===== src/design/lfuc_pkg.sv =====
// ----------------------------------------------------------------------------
// lfuc_pkg
// Shared widths, operation codes and controller command type for the
// LFU cache with LRU tie-break.
// ----------------------------------------------------------------------------
package lfuc_pkg;

  // fixed field widths
  localparam int unsigned KEY_W = 16;
  localparam int unsigned VAL_W = 31;
  localparam int unsigned CAP_W = 5;

  // capacity register value after reset
  localparam logic [CAP_W-1:0] CAP_RESET = 5'd16;

  // operation codes carried on kind_i
  localparam logic KIND_GET = 1'b0;
  localparam logic KIND_PUT = 1'b1;

  // commands from the controller to the datapath
  typedef struct packed {
    logic load;    // capture the incoming operation
    logic lookup;  // key search, victim select, data read
    logic commit;  // apply the update and register the result
  } ctrl_cmd_t;

endpackage


===== src/design/lfuc_ram.sv =====
// ----------------------------------------------------------------------------
// lfuc_ram
// Generic single-write, single-read RAM with registered read data.
// ----------------------------------------------------------------------------
module lfuc_ram #(
  parameter int unsigned WIDTH = 8,
  parameter int unsigned DEPTH = 16
) (
  input  logic                     clk_i,
  input  logic                     we_i,
  input  logic [$clog2(DEPTH)-1:0] waddr_i,
  input  logic [WIDTH-1:0]         wdata_i,
  input  logic                     re_i,
  input  logic [$clog2(DEPTH)-1:0] raddr_i,
  output logic [WIDTH-1:0]         rdata_o
);

  logic [WIDTH-1:0] mem_q [DEPTH];

  // write port
  always_ff @(posedge clk_i) begin
    if (we_i) begin
      mem_q[waddr_i] <= wdata_i;
    end
  end

  // registered read port
  always_ff @(posedge clk_i) begin
    if (re_i) begin
      rdata_o <= mem_q[raddr_i];
    end
  end

endmodule


===== src/design/lfuc_ctrl.sv =====
// ----------------------------------------------------------------------------
// lfuc_ctrl
// Operation sequencer: accept, lookup cycle, update cycle.
// ----------------------------------------------------------------------------
module lfuc_ctrl
  import lfuc_pkg::*;
(
  input  logic       clk_i,
  input  logic       rst_ni,
  input  logic       start,
  output logic       busy,
  output ctrl_cmd_t  cmd_o
);

  localparam logic [1:0] ST_IDLE = 2'd0;
  localparam logic [1:0] ST_LOOK = 2'd1;
  localparam logic [1:0] ST_UPD  = 2'd2;

  logic [1:0] state_q, state_d;
  logic       accept;

  // a new beat may enter while the update cycle runs
  assign busy   = (state_q == ST_LOOK);
  assign accept = start && !busy;

  // next state and commands
  always_comb begin
    state_d      = state_q;
    cmd_o        = '0;
    cmd_o.load   = accept;
    unique case (state_q)
      ST_IDLE: begin
        if (accept) state_d = ST_LOOK;
      end
      ST_LOOK: begin
        cmd_o.lookup = 1'b1;
        state_d      = ST_UPD;
      end
      ST_UPD: begin
        cmd_o.commit = 1'b1;
        state_d      = accept ? ST_LOOK : ST_IDLE;
      end
      default: begin
        state_d = ST_IDLE;
      end
    endcase
  end

  // state register
  always_ff @(posedge clk_i or negedge rst_ni) begin
    if (!rst_ni) begin
      state_q <= ST_IDLE;
    end else begin
      state_q <= state_d;
    end
  end

endmodule


===== src/design/lfuc_dp.sv =====
// ----------------------------------------------------------------------------
// lfuc_dp
// Entry lanes (valid, key, use count, recency rank), parallel key match,
// registered victim tree, value RAM and result registers.
// ----------------------------------------------------------------------------
module lfuc_dp
  import lfuc_pkg::*;
#(
  parameter int unsigned ENTRIES    = 16,
  parameter int unsigned COUNT_BITS = 16
) (
  input  logic             clk_i,
  input  logic             rst_ni,
  input  ctrl_cmd_t        cmd_i,
  input  logic             cfg_we_i,
  input  logic [CAP_W-1:0] cfg_wdata_i,
  input  logic             kind_i,
  input  logic [KEY_W-1:0] key_i,
  input  logic [VAL_W-1:0] value_i,
  output logic             done_o,
  output logic             hit_o,
  output logic [VAL_W-1:0] read_value_o,
  output logic             evicted_o,
  output logic [KEY_W-1:0] evicted_key_o
);

  localparam int unsigned IDXW  = $clog2(ENTRIES);
  localparam int unsigned FILLW = $clog2(ENTRIES + 1);
  localparam int unsigned CMPW  = (FILLW > CAP_W) ? FILLW : CAP_W;
  localparam int unsigned N2    = 1 << IDXW;
  localparam int unsigned NODES = 2 * N2 - 1;
  localparam int unsigned SELW  = COUNT_BITS + IDXW;

  // configuration
  logic [CAP_W-1:0] cap_q;

  // captured operation
  logic             op_kind_q;
  logic [KEY_W-1:0] op_key_q;
  logic [VAL_W-1:0] op_val_q;

  // entry lanes
  logic [ENTRIES-1:0]    vld_q, vld_d;
  logic [KEY_W-1:0]      ent_key_q  [ENTRIES];
  logic [KEY_W-1:0]      ent_key_d  [ENTRIES];
  logic [COUNT_BITS-1:0] cnt_q      [ENTRIES];
  logic [COUNT_BITS-1:0] cnt_d      [ENTRIES];
  logic [IDXW-1:0]       rank_q     [ENTRIES];
  logic [IDXW-1:0]       rank_d     [ENTRIES];
  logic [FILLW-1:0]      fill_q, fill_d;

  // lookup results
  logic            hit_any, free_ok;
  logic [IDXW-1:0] hit_idx, hit_rank, free_idx;
  logic            hit_q, free_ok_q;
  logic [IDXW-1:0] hit_idx_q, hit_rank_q, free_idx_q, vic_idx_q, vic_rank_q;
  logic [KEY_W-1:0] vic_key_q;

  // victim tree nodes
  logic [NODES-1:0] nd_vld;
  logic [SELW-1:0]  nd_sel [NODES];
  logic [IDXW-1:0]  nd_idx [NODES];
  logic [KEY_W-1:0] nd_key [NODES];

  // update controls
  logic [CMPW-1:0]  cap_eff, fill_ext;
  logic             is_put, cap_zero, full;
  logic             do_bump, do_ins, do_evict;
  logic [IDXW-1:0]  slot;
  logic             ram_we;
  logic [IDXW-1:0]  ram_waddr;
  logic [VAL_W-1:0] ram_rdata;

  // capacity register
  always_ff @(posedge clk_i or negedge rst_ni) begin
    if (!rst_ni) begin
      cap_q <= CAP_RESET;
    end else if (cfg_we_i) begin
      cap_q <= cfg_wdata_i;
    end
  end

  // operation capture
  always_ff @(posedge clk_i) begin
    if (cmd_i.load) begin
      op_kind_q <= kind_i;
      op_key_q  <= key_i;
      op_val_q  <= value_i;
    end
  end

  // parallel key match and first free lane
  always_comb begin
    hit_any  = 1'b0;
    hit_idx  = '0;
    hit_rank = '0;
    free_ok  = 1'b0;
    free_idx = '0;
    for (int i = 0; i < ENTRIES; i++) begin
      if (vld_q[i] && (ent_key_q[i] == op_key_q)) begin
        hit_any  = 1'b1;
        hit_idx  = hit_idx | IDXW'(i);
        hit_rank = hit_rank | rank_q[i];
      end
    end
    for (int i = ENTRIES - 1; i >= 0; i--) begin
      if (!vld_q[i]) begin
        free_ok  = 1'b1;
        free_idx = IDXW'(i);
      end
    end
  end

  // victim tree: lowest count, then oldest (inverted rank as low bits)
  for (genvar g = 0; g < N2; g++) begin : g_leaf
    if (g < ENTRIES) begin : g_real
      assign nd_vld[N2-1+g] = vld_q[g];
      assign nd_sel[N2-1+g] = {cnt_q[g], ~rank_q[g]};
      assign nd_idx[N2-1+g] = IDXW'(g);
      assign nd_key[N2-1+g] = ent_key_q[g];
    end else begin : g_pad
      assign nd_vld[N2-1+g] = 1'b0;
      assign nd_sel[N2-1+g] = '0;
      assign nd_idx[N2-1+g] = '0;
      assign nd_key[N2-1+g] = '0;
    end
  end

  for (genvar j = 0; j < N2 - 1; j++) begin : g_node
    logic pick_l;
    assign pick_l    = nd_vld[2*j+1] &&
                       (!nd_vld[2*j+2] || (nd_sel[2*j+1] <= nd_sel[2*j+2]));
    assign nd_vld[j] = nd_vld[2*j+1] | nd_vld[2*j+2];
    assign nd_sel[j] = pick_l ? nd_sel[2*j+1] : nd_sel[2*j+2];
    assign nd_idx[j] = pick_l ? nd_idx[2*j+1] : nd_idx[2*j+2];
    assign nd_key[j] = pick_l ? nd_key[2*j+1] : nd_key[2*j+2];
  end

  // lookup registers
  always_ff @(posedge clk_i) begin
    if (cmd_i.lookup) begin
      hit_q      <= hit_any;
      hit_idx_q  <= hit_idx;
      hit_rank_q <= hit_rank;
      free_ok_q  <= free_ok;
      free_idx_q <= free_idx;
      vic_idx_q  <= nd_idx[0];
      vic_rank_q <= ~nd_sel[0][IDXW-1:0];
      vic_key_q  <= nd_key[0];
    end
  end

  // decode of the update
  assign cap_eff  = (CMPW'(cap_q) > CMPW'(ENTRIES)) ? CMPW'(ENTRIES) : CMPW'(cap_q);
  assign fill_ext = CMPW'(fill_q);
  assign is_put   = (op_kind_q == KIND_PUT);
  assign cap_zero = (cap_q == '0);
  assign full     = (fill_ext >= cap_eff);
  assign do_bump  = hit_q && (!is_put || !cap_zero);
  assign do_ins   = is_put && !hit_q && !cap_zero;
  assign do_evict = do_ins && full;
  assign slot     = (do_evict && !(free_ok_q && (free_idx_q < vic_idx_q))) ?
                    vic_idx_q : free_idx_q;

  // lane next state
  always_comb begin
    vld_d  = vld_q;
    fill_d = fill_q;
    for (int i = 0; i < ENTRIES; i++) begin
      ent_key_d[i] = ent_key_q[i];
      cnt_d[i]     = cnt_q[i];
      rank_d[i]    = rank_q[i];
    end
    if (cmd_i.commit) begin
      for (int i = 0; i < ENTRIES; i++) begin
        if (do_bump) begin
          if (IDXW'(i) == hit_idx_q) begin
            if (!(&cnt_q[i])) cnt_d[i] = cnt_q[i] + 1'b1;
            rank_d[i] = '0;
          end else if (vld_q[i] && (rank_q[i] < hit_rank_q)) begin
            rank_d[i] = rank_q[i] + 1'b1;
          end
        end
        if (do_ins) begin
          if (IDXW'(i) == slot) begin
            vld_d[i]     = 1'b1;
            ent_key_d[i] = op_key_q;
            cnt_d[i]     = COUNT_BITS'(1);
            rank_d[i]    = '0;
          end else if (do_evict && (IDXW'(i) == vic_idx_q)) begin
            vld_d[i] = 1'b0;
          end else if (vld_q[i]) begin
            if (do_evict && (rank_q[i] > vic_rank_q)) begin
              rank_d[i] = rank_q[i];
            end else begin
              rank_d[i] = rank_q[i] + 1'b1;
            end
          end
        end
      end
      if (do_ins && !do_evict) fill_d = fill_q + 1'b1;
    end
  end

  // lane control state
  always_ff @(posedge clk_i or negedge rst_ni) begin
    if (!rst_ni) begin
      vld_q  <= '0;
      fill_q <= '0;
    end else begin
      vld_q  <= vld_d;
      fill_q <= fill_d;
    end
  end

  // lane payload
  always_ff @(posedge clk_i) begin
    for (int i = 0; i < ENTRIES; i++) begin
      ent_key_q[i] <= ent_key_d[i];
      cnt_q[i]     <= cnt_d[i];
      rank_q[i]    <= rank_d[i];
    end
  end

  // value store
  assign ram_we    = cmd_i.commit && is_put && !cap_zero;
  assign ram_waddr = hit_q ? hit_idx_q : slot;

  lfuc_ram #(
    .WIDTH (VAL_W),
    .DEPTH (ENTRIES)
  ) u_data_ram (
    .clk_i   (clk_i),
    .we_i    (ram_we),
    .waddr_i (ram_waddr),
    .wdata_i (op_val_q),
    .re_i    (cmd_i.lookup),
    .raddr_i (hit_idx),
    .rdata_o (ram_rdata)
  );

  // result strobe
  always_ff @(posedge clk_i or negedge rst_ni) begin
    if (!rst_ni) begin
      done_o <= 1'b0;
    end else begin
      done_o <= cmd_i.commit;
    end
  end

  // result beat
  always_ff @(posedge clk_i) begin
    if (cmd_i.commit) begin
      hit_o         <= hit_q;
      read_value_o  <= (hit_q && (op_kind_q == KIND_GET)) ? ram_rdata : '0;
      evicted_o     <= do_evict;
      evicted_key_o <= do_evict ? vic_key_q : '0;
    end
  end

endmodule


===== src/design/lfu_cache_with_lru_tiebreak.sv =====
// ----------------------------------------------------------------------------
// lfu_cache_with_lru_tiebreak
// Fully associative key/value cache, least-frequently-used replacement with
// least-recently-used tie-break.
// ----------------------------------------------------------------------------
// Usage:
//   Command channel: drive kind_i (0 get, 1 put), key_i, value_i with start;
//   the beat is taken at a rising edge where start is high and busy is low.
//   Result channel: done_o is high for exactly one cycle with hit_o,
//   read_value_o, evicted_o and evicted_key_o; the receiver cannot stall it.
//   Config: cfg_we_i writes cfg_wdata_i into the capacity register; write it
//   only while no command is in flight.
// Timing:
//   busy is high for one cycle after each accepted command (the lookup
//   cycle: parallel key match, min-count/oldest victim tree, value RAM
//   read). The following update cycle can accept the next command, so a
//   new command can enter before the previous result beat. done_o is
//   registered from the commit of the update cycle, which follows the lookup cycle.
// Reset:
//   rst_ni clears all valid bits and the fill level and sets capacity to 16;
//   the cache can accept a command as soon as reset is released.
// ----------------------------------------------------------------------------
module lfu_cache_with_lru_tiebreak
  import lfuc_pkg::*;
#(
  parameter int unsigned ENTRIES    = 16,
  parameter int unsigned COUNT_BITS = 16
) (
  input  logic             clk_i,
  input  logic             rst_ni,
  input  logic             start,
  output logic             busy,
  input  logic             kind_i,
  input  logic [KEY_W-1:0] key_i,
  input  logic [VAL_W-1:0] value_i,
  input  logic             cfg_we_i,
  input  logic [CAP_W-1:0] cfg_wdata_i,
  output logic             done_o,
  output logic             hit_o,
  output logic [VAL_W-1:0] read_value_o,
  output logic             evicted_o,
  output logic [KEY_W-1:0] evicted_key_o
);

  ctrl_cmd_t cmd;

  // sequencer
  lfuc_ctrl u_ctrl (
    .clk_i  (clk_i),
    .rst_ni (rst_ni),
    .start  (start),
    .busy   (busy),
    .cmd_o  (cmd)
  );

  // datapath
  lfuc_dp #(
    .ENTRIES    (ENTRIES),
    .COUNT_BITS (COUNT_BITS)
  ) u_dp (
    .clk_i         (clk_i),
    .rst_ni        (rst_ni),
    .cmd_i         (cmd),
    .cfg_we_i      (cfg_we_i),
    .cfg_wdata_i   (cfg_wdata_i),
    .kind_i        (kind_i),
    .key_i         (key_i),
    .value_i       (value_i),
    .done_o        (done_o),
    .hit_o         (hit_o),
    .read_value_o  (read_value_o),
    .evicted_o     (evicted_o),
    .evicted_key_o (evicted_key_o)
  );

endmodule


===== config.mk =====
export PLATFORM = sky130hd
export DESIGN_NAME = lfu_cache_with_lru_tiebreak
export DESIGN_NICKNAME = d
export VERILOG_FILES = /design/src/design/lfuc_pkg.sv /design/src/design/lfuc_ram.sv /design/src/design/lfuc_ctrl.sv /design/src/design/lfuc_dp.sv /design/src/design/lfu_cache_with_lru_tiebreak.sv
export SDC_FILE = /design/constraint.sdc
export NUM_CORES = 2
export LEC_CHECK = 0
export BUFFER_PORTS_ARGS = -buffer_cell sky130_fd_sc_hd__buf_2
export CAP_MARGIN = 20
export CORE_MARGIN = 5
export CORE_UTILIZATION = 64
export CTS_CLUSTER_DIAMETER = 100
export CTS_CLUSTER_SIZE = 20
export DETAILED_ROUTE_END_ITERATION = 6
export PLACE_DENSITY_LB_ADDON = 0.2
export SETUP_SLACK_MARGIN = 0.2
export SYNTH_ARGS = -nofsm -noshare
export SYNTH_HDL_FRONTEND = slang
export SYNTH_SLANG_ARGS = --single-unit

===== constraint.sdc =====
create_clock -name clk_i -period 13.95 [get_ports clk_i]
set_clock_uncertainty 0.15 [all_clocks]
set_input_delay 0.6975 -clock clk_i [delete_from_list [all_inputs] [get_ports clk_i]]
set_output_delay 0.6975 -clock clk_i [all_outputs]
set_load 0.005 [all_outputs]

==> summary.txt <==
Run status
  – Outcome: complete, no violations

Min path
  – WHS Endpoint: u_dp.is_put
  – Hold crit path type: input pin to flop
  – Min-delay src: kind_i
  – Worst hold stages: 1

Worst setup path
  – Crit path kind: flop to flop
  – Worst Path Arrival: roughly 13 ns
  – Slowest cell on crit path: a211oi_1
  – Max incr delay on CP: just under 1 ns
  – Setup crit end kind: flop
  – Crit path launch type: flop
  – Flop2flop setup slack: 1.54 ns
  – Reg2reg path depth: 41
  – Worst EP required: 14.25 ns
  – Reg2Reg Launch Point: u_dp.rank_q[0][17]
  – Reg-to-reg endpoint: u_dp.vic_key_q[6]
  – Crit-path most repeated cell: o21a_1
  – CP Max Fanout: 39

Clock tree
  – CTS Root Cell: clkbuf_16
  – CTS Buf Count: between 70 and 80
  – Post-CTS Setup Inserts: 0
  – Clock buffer depth: 3
  – Clock Latency Late Sink: 0.70 ns
  – Hold Buf Count CTS: 11
  – Post-cts resize count: 0
  – CTS tree: done
  – Clock transition at the registers of the reported paths: ~0.090 ns
  – CTS sink cnt: ~1,300
  – H-tree Lvls: 3

STA
  – Setup TNS: 0 ns
  – Relative slew slack: a little over an eighth
  – Slew Viols, Final: 0
  – Crit share post-route: 88.93%
  – Setup ws final: ~1.5 ns
  – Tmin final: between 10 and 15 ns
  – Unrepaired setup endpoints after global routing: false
  – Worst Tran Pin Value: around 1.3 ns
  – Setup violators final: 0
  – Final Hold Vio Count: 0
  – Fmax: 80.61 MHz

Cells and area
  – Final #Nets: approximately 7,000
  – Register Area: 37,900 um^2
  – Area of the multi-input gates: between 30,000 and 40,000 um^2
  – Share of cells above drive strength 1: 8.981%
  – # fillers: a little over 8,000
  – Most frequent cells in the layout: 1,238 x edfxtp_1, 577 x nor2_1, 450 x ha_1, 400 x a21oi_1, 389 x mux2i_1
  – Commonest non-fill, non-tap cell in the layout: edfxtp_1
  – Layout area overhead: 6.748%

GRT
  – First-pass GRT wire length: approximately 300,000 um
  – Met1 usage: a little over two fifths
  – Gr ovfl total: 0
  – Gr busiest metal: met2
  – Initial antenna violation count: 6
  – Gr usage total: 32.38%
  – GR met3 Demand/Resource: 5.327%
  – Met2 usage: a little over half
  – Vias in the first global route: roughly 51,000
  – Pin count of the biggest net entering global routing: 218

Yosys
  – Sequential-to-total area share from yosys stat: around 52%
  – Post-synth EDFFs: approximately 1,200
  – Mean post-synth cell area: 11.39 um^2
  – Area leader, netlist: edfxtp_1
  – Post-synth cell types: around 90
  – Synth Register Bits: between 1,000 and 1,500
  – Cell area after synthesis: 72,330 um^2
  – Synth Instances: approximately 6,400
  – Yosys top cell area share: 51.40%
  – Post-Syn Nets: 6,858
  – Top post-synthesis cells by area: edfxtp_1 51%, ha_1 7.8%, mux2i_1 5.4%
  – Synth warn: 0
  – Leading register cell type out of synthesis: edfxtp_1
  – Ys async rst share: under 10%

Routing
  – ANT nets after route: 0
  – Post-Route WL: 200,900 um
  – DRC viols: 0
  – Vias/cell: between 6 and 7
  – Vias: 52,320
  – Drt wl/cell: 25.27 um
  – TritonRoute pass-1 iters: 7
  – DRT iter0 DRCs: approximately 6,100

Power
  – Worst VDD drop: roughly 140 uV
  – Pwr Density: 127.6 nW/um^2
  – Power share of the clock group: around 24%
  – Flop pwr share: a little under half
  – P_int: roughly 6500 uW
  – Switching fraction of total power: about a third
  – Comb power frac: 29.8%
  – Net Sw Power: 3335 uW
  – Leak: 0.02921 uW

Floorplanning
  – Die area: 119,800 um^2
  – DIE WIDTH: 346.2 um
  – Core Region: ~110,000 um^2
  – Chip Height: around 350 um
  – Starting density of the core: roughly 64%
  – Cell Rows: 123
  – I/O pin total: around 110

Place
  – GP Congestion: between 1 and 1.5
  – Placement Setup Slack: around 1.8 ns
  – Buffers on Ports: 107
  – DP HPWL: ~140,000 um

Job
  – Maxcap violations: 0
-- synth_stat cells, drive strengths merged, types with 8 or more instances --
| cell | instances |
|---|---|
| a211o | 27 |
| a211oi | 96 |
| a21boi | 35 |
| a21o | 111 |
| a21oi | 401 |
| a221o | 16 |
| a221oi | 18 |
| a22o | 33 |
| a311oi | 13 |
| a31oi | 33 |
| a41oi | 12 |
| and2 | 37 |
| and3 | 50 |
| and4 | 29 |
| and4b | 9 |
| buf | 89 |
| clkbuf | 172 |
| dfrtp | 28 |
| edfxtp | 1238 |
| ha | 450 |
| inv | 303 |
| mux2 | 155 |
| mux2i | 389 |
| nand2 | 313 |
| nand2b | 39 |
| nand3 | 147 |
| nand4 | 163 |
| nand4b | 9 |
| nor2 | 596 |
| nor2b | 88 |
| nor3 | 173 |
| nor3b | 12 |
| nor4 | 82 |
| o211ai | 13 |
| o21a | 43 |
| o21ai | 261 |
| o221a | 22 |
| o22ai | 26 |
| o31ai | 31 |
| or2 | 36 |
| or3 | 31 |
| or4 | 8 |
| xnor2 | 194 |
| xor2 | 249 |
-- registers in the layout, summed over array words and instances, names as in the netlist, 16 cells and up --
register                 count
u_dp.cnt_q                 256
u_dp.ent_key_q             256
u_dp.evicted_key_o          16
u_dp.op_key_q               16
u_dp.op_val_q               31
u_dp.rank_q                 64
u_dp.read_value_o           31
u_dp.u_data_ram.mem_q      496
u_dp.u_data_ram.rdata_o     31
u_dp.vic_key_q              16
u_dp.vld_q                  16
-- critical path, delay by kind of cell, from the launching register on --
kind | cells | cell delay, ns
and+or+nand+nor | 13 | 3.35
DFF | 1 | 0.52
adders and majority gates | 4 | 1.29
buffers and inverters | 4 | 0.69
muxes | 1 | 0.38
AOI/OAI and AO/OA | 19 | 5.75
-- kinds of logic (layout without fill, tap and decap cells) --
logic type                 count (synthesis)  count (layout)  share of synthesized area, %
muxes                                    544             544                         7.796
xor gates and xnor gates                 443             443                         5.364
adders and majority gates                450             450                         7.784
other                                      0               1                             0
buffers and inverters                    565             661                         3.107
and+or+nand+nor                         1836            1836                         12.50
AOI/OAI and AO/OA                       1246            1246                         11.05
DFF                                     1267            1267                         52.40
-- power by group through the flow --
stage	Combinational, uW	Clock (uW)	Sequential, uW
2_1_floorplan	1950	0	4560
3_3_place_gp	2770	0	4610
3_5_place_dp	2830	0	4620
4_1_cts	2850	2400	4530
5_1_grt	3150	2550	4550
6_report	2940	2370	4540
-- per-stage QoR --
step	hold WS [ns]	instance area [um^2]	instances	utilization, %	total power (uW)
detailed placement	0.3206	74730	7804	66.52	7443
global route	0.009480	77210	7947	68.73	10250
floorplan	0.2519	72330	6351	-	6507
CTS	0.0001567	77130	7939	68.66	9776
global placement	0.3115	74720	7802	66.51	7387
finish	0.03251	77210	7948	68.73	9855
-- area by class of cell --
type	instances	area share, %
Clock inverter	14	0.3371
Timing Repair Buffer	233	2.009
Tap cell	1500	2.431
Clock buffer	110	2.628
Antenna cell	1	0.003241
Inverter	304	1.488
Sequential cell	1267	49.09
Multi-Input combinational cell	4519	42.02
-- routing by layer --
metal / vias to the layer above / part of all wire (%)
met2: 2482 / 47
met5: - / 0.026
met1: 25450 / 39
met4: 8 / 5.6
met3: 535 / 8.5
li1: 23850 / -
-- worst max-delay path by stage --
stage                        from            endpoint  slack (ns)  cells after the start
5_1_grt        u_dp.cnt_q[0][125]   u_dp.vic_key_q[3]        0.93                     37
3_5_place_dp    u_dp.cnt_q[1][14]   u_dp.vic_key_q[6]        1.75                     41
2_1_floorplan  u_dp.cnt_q[0][113]  u_dp.vic_key_q[10]        3.41                     46
6_report       u_dp.rank_q[0][17]   u_dp.vic_key_q[6]        1.54                     41
3_3_place_gp    u_dp.cnt_q[1][15]   u_dp.vic_key_q[9]        1.83                     41
4_1_cts         u_dp.cnt_q[1][14]   u_dp.vic_key_q[6]        1.72                     41
(Power assumes the default switching activity.)
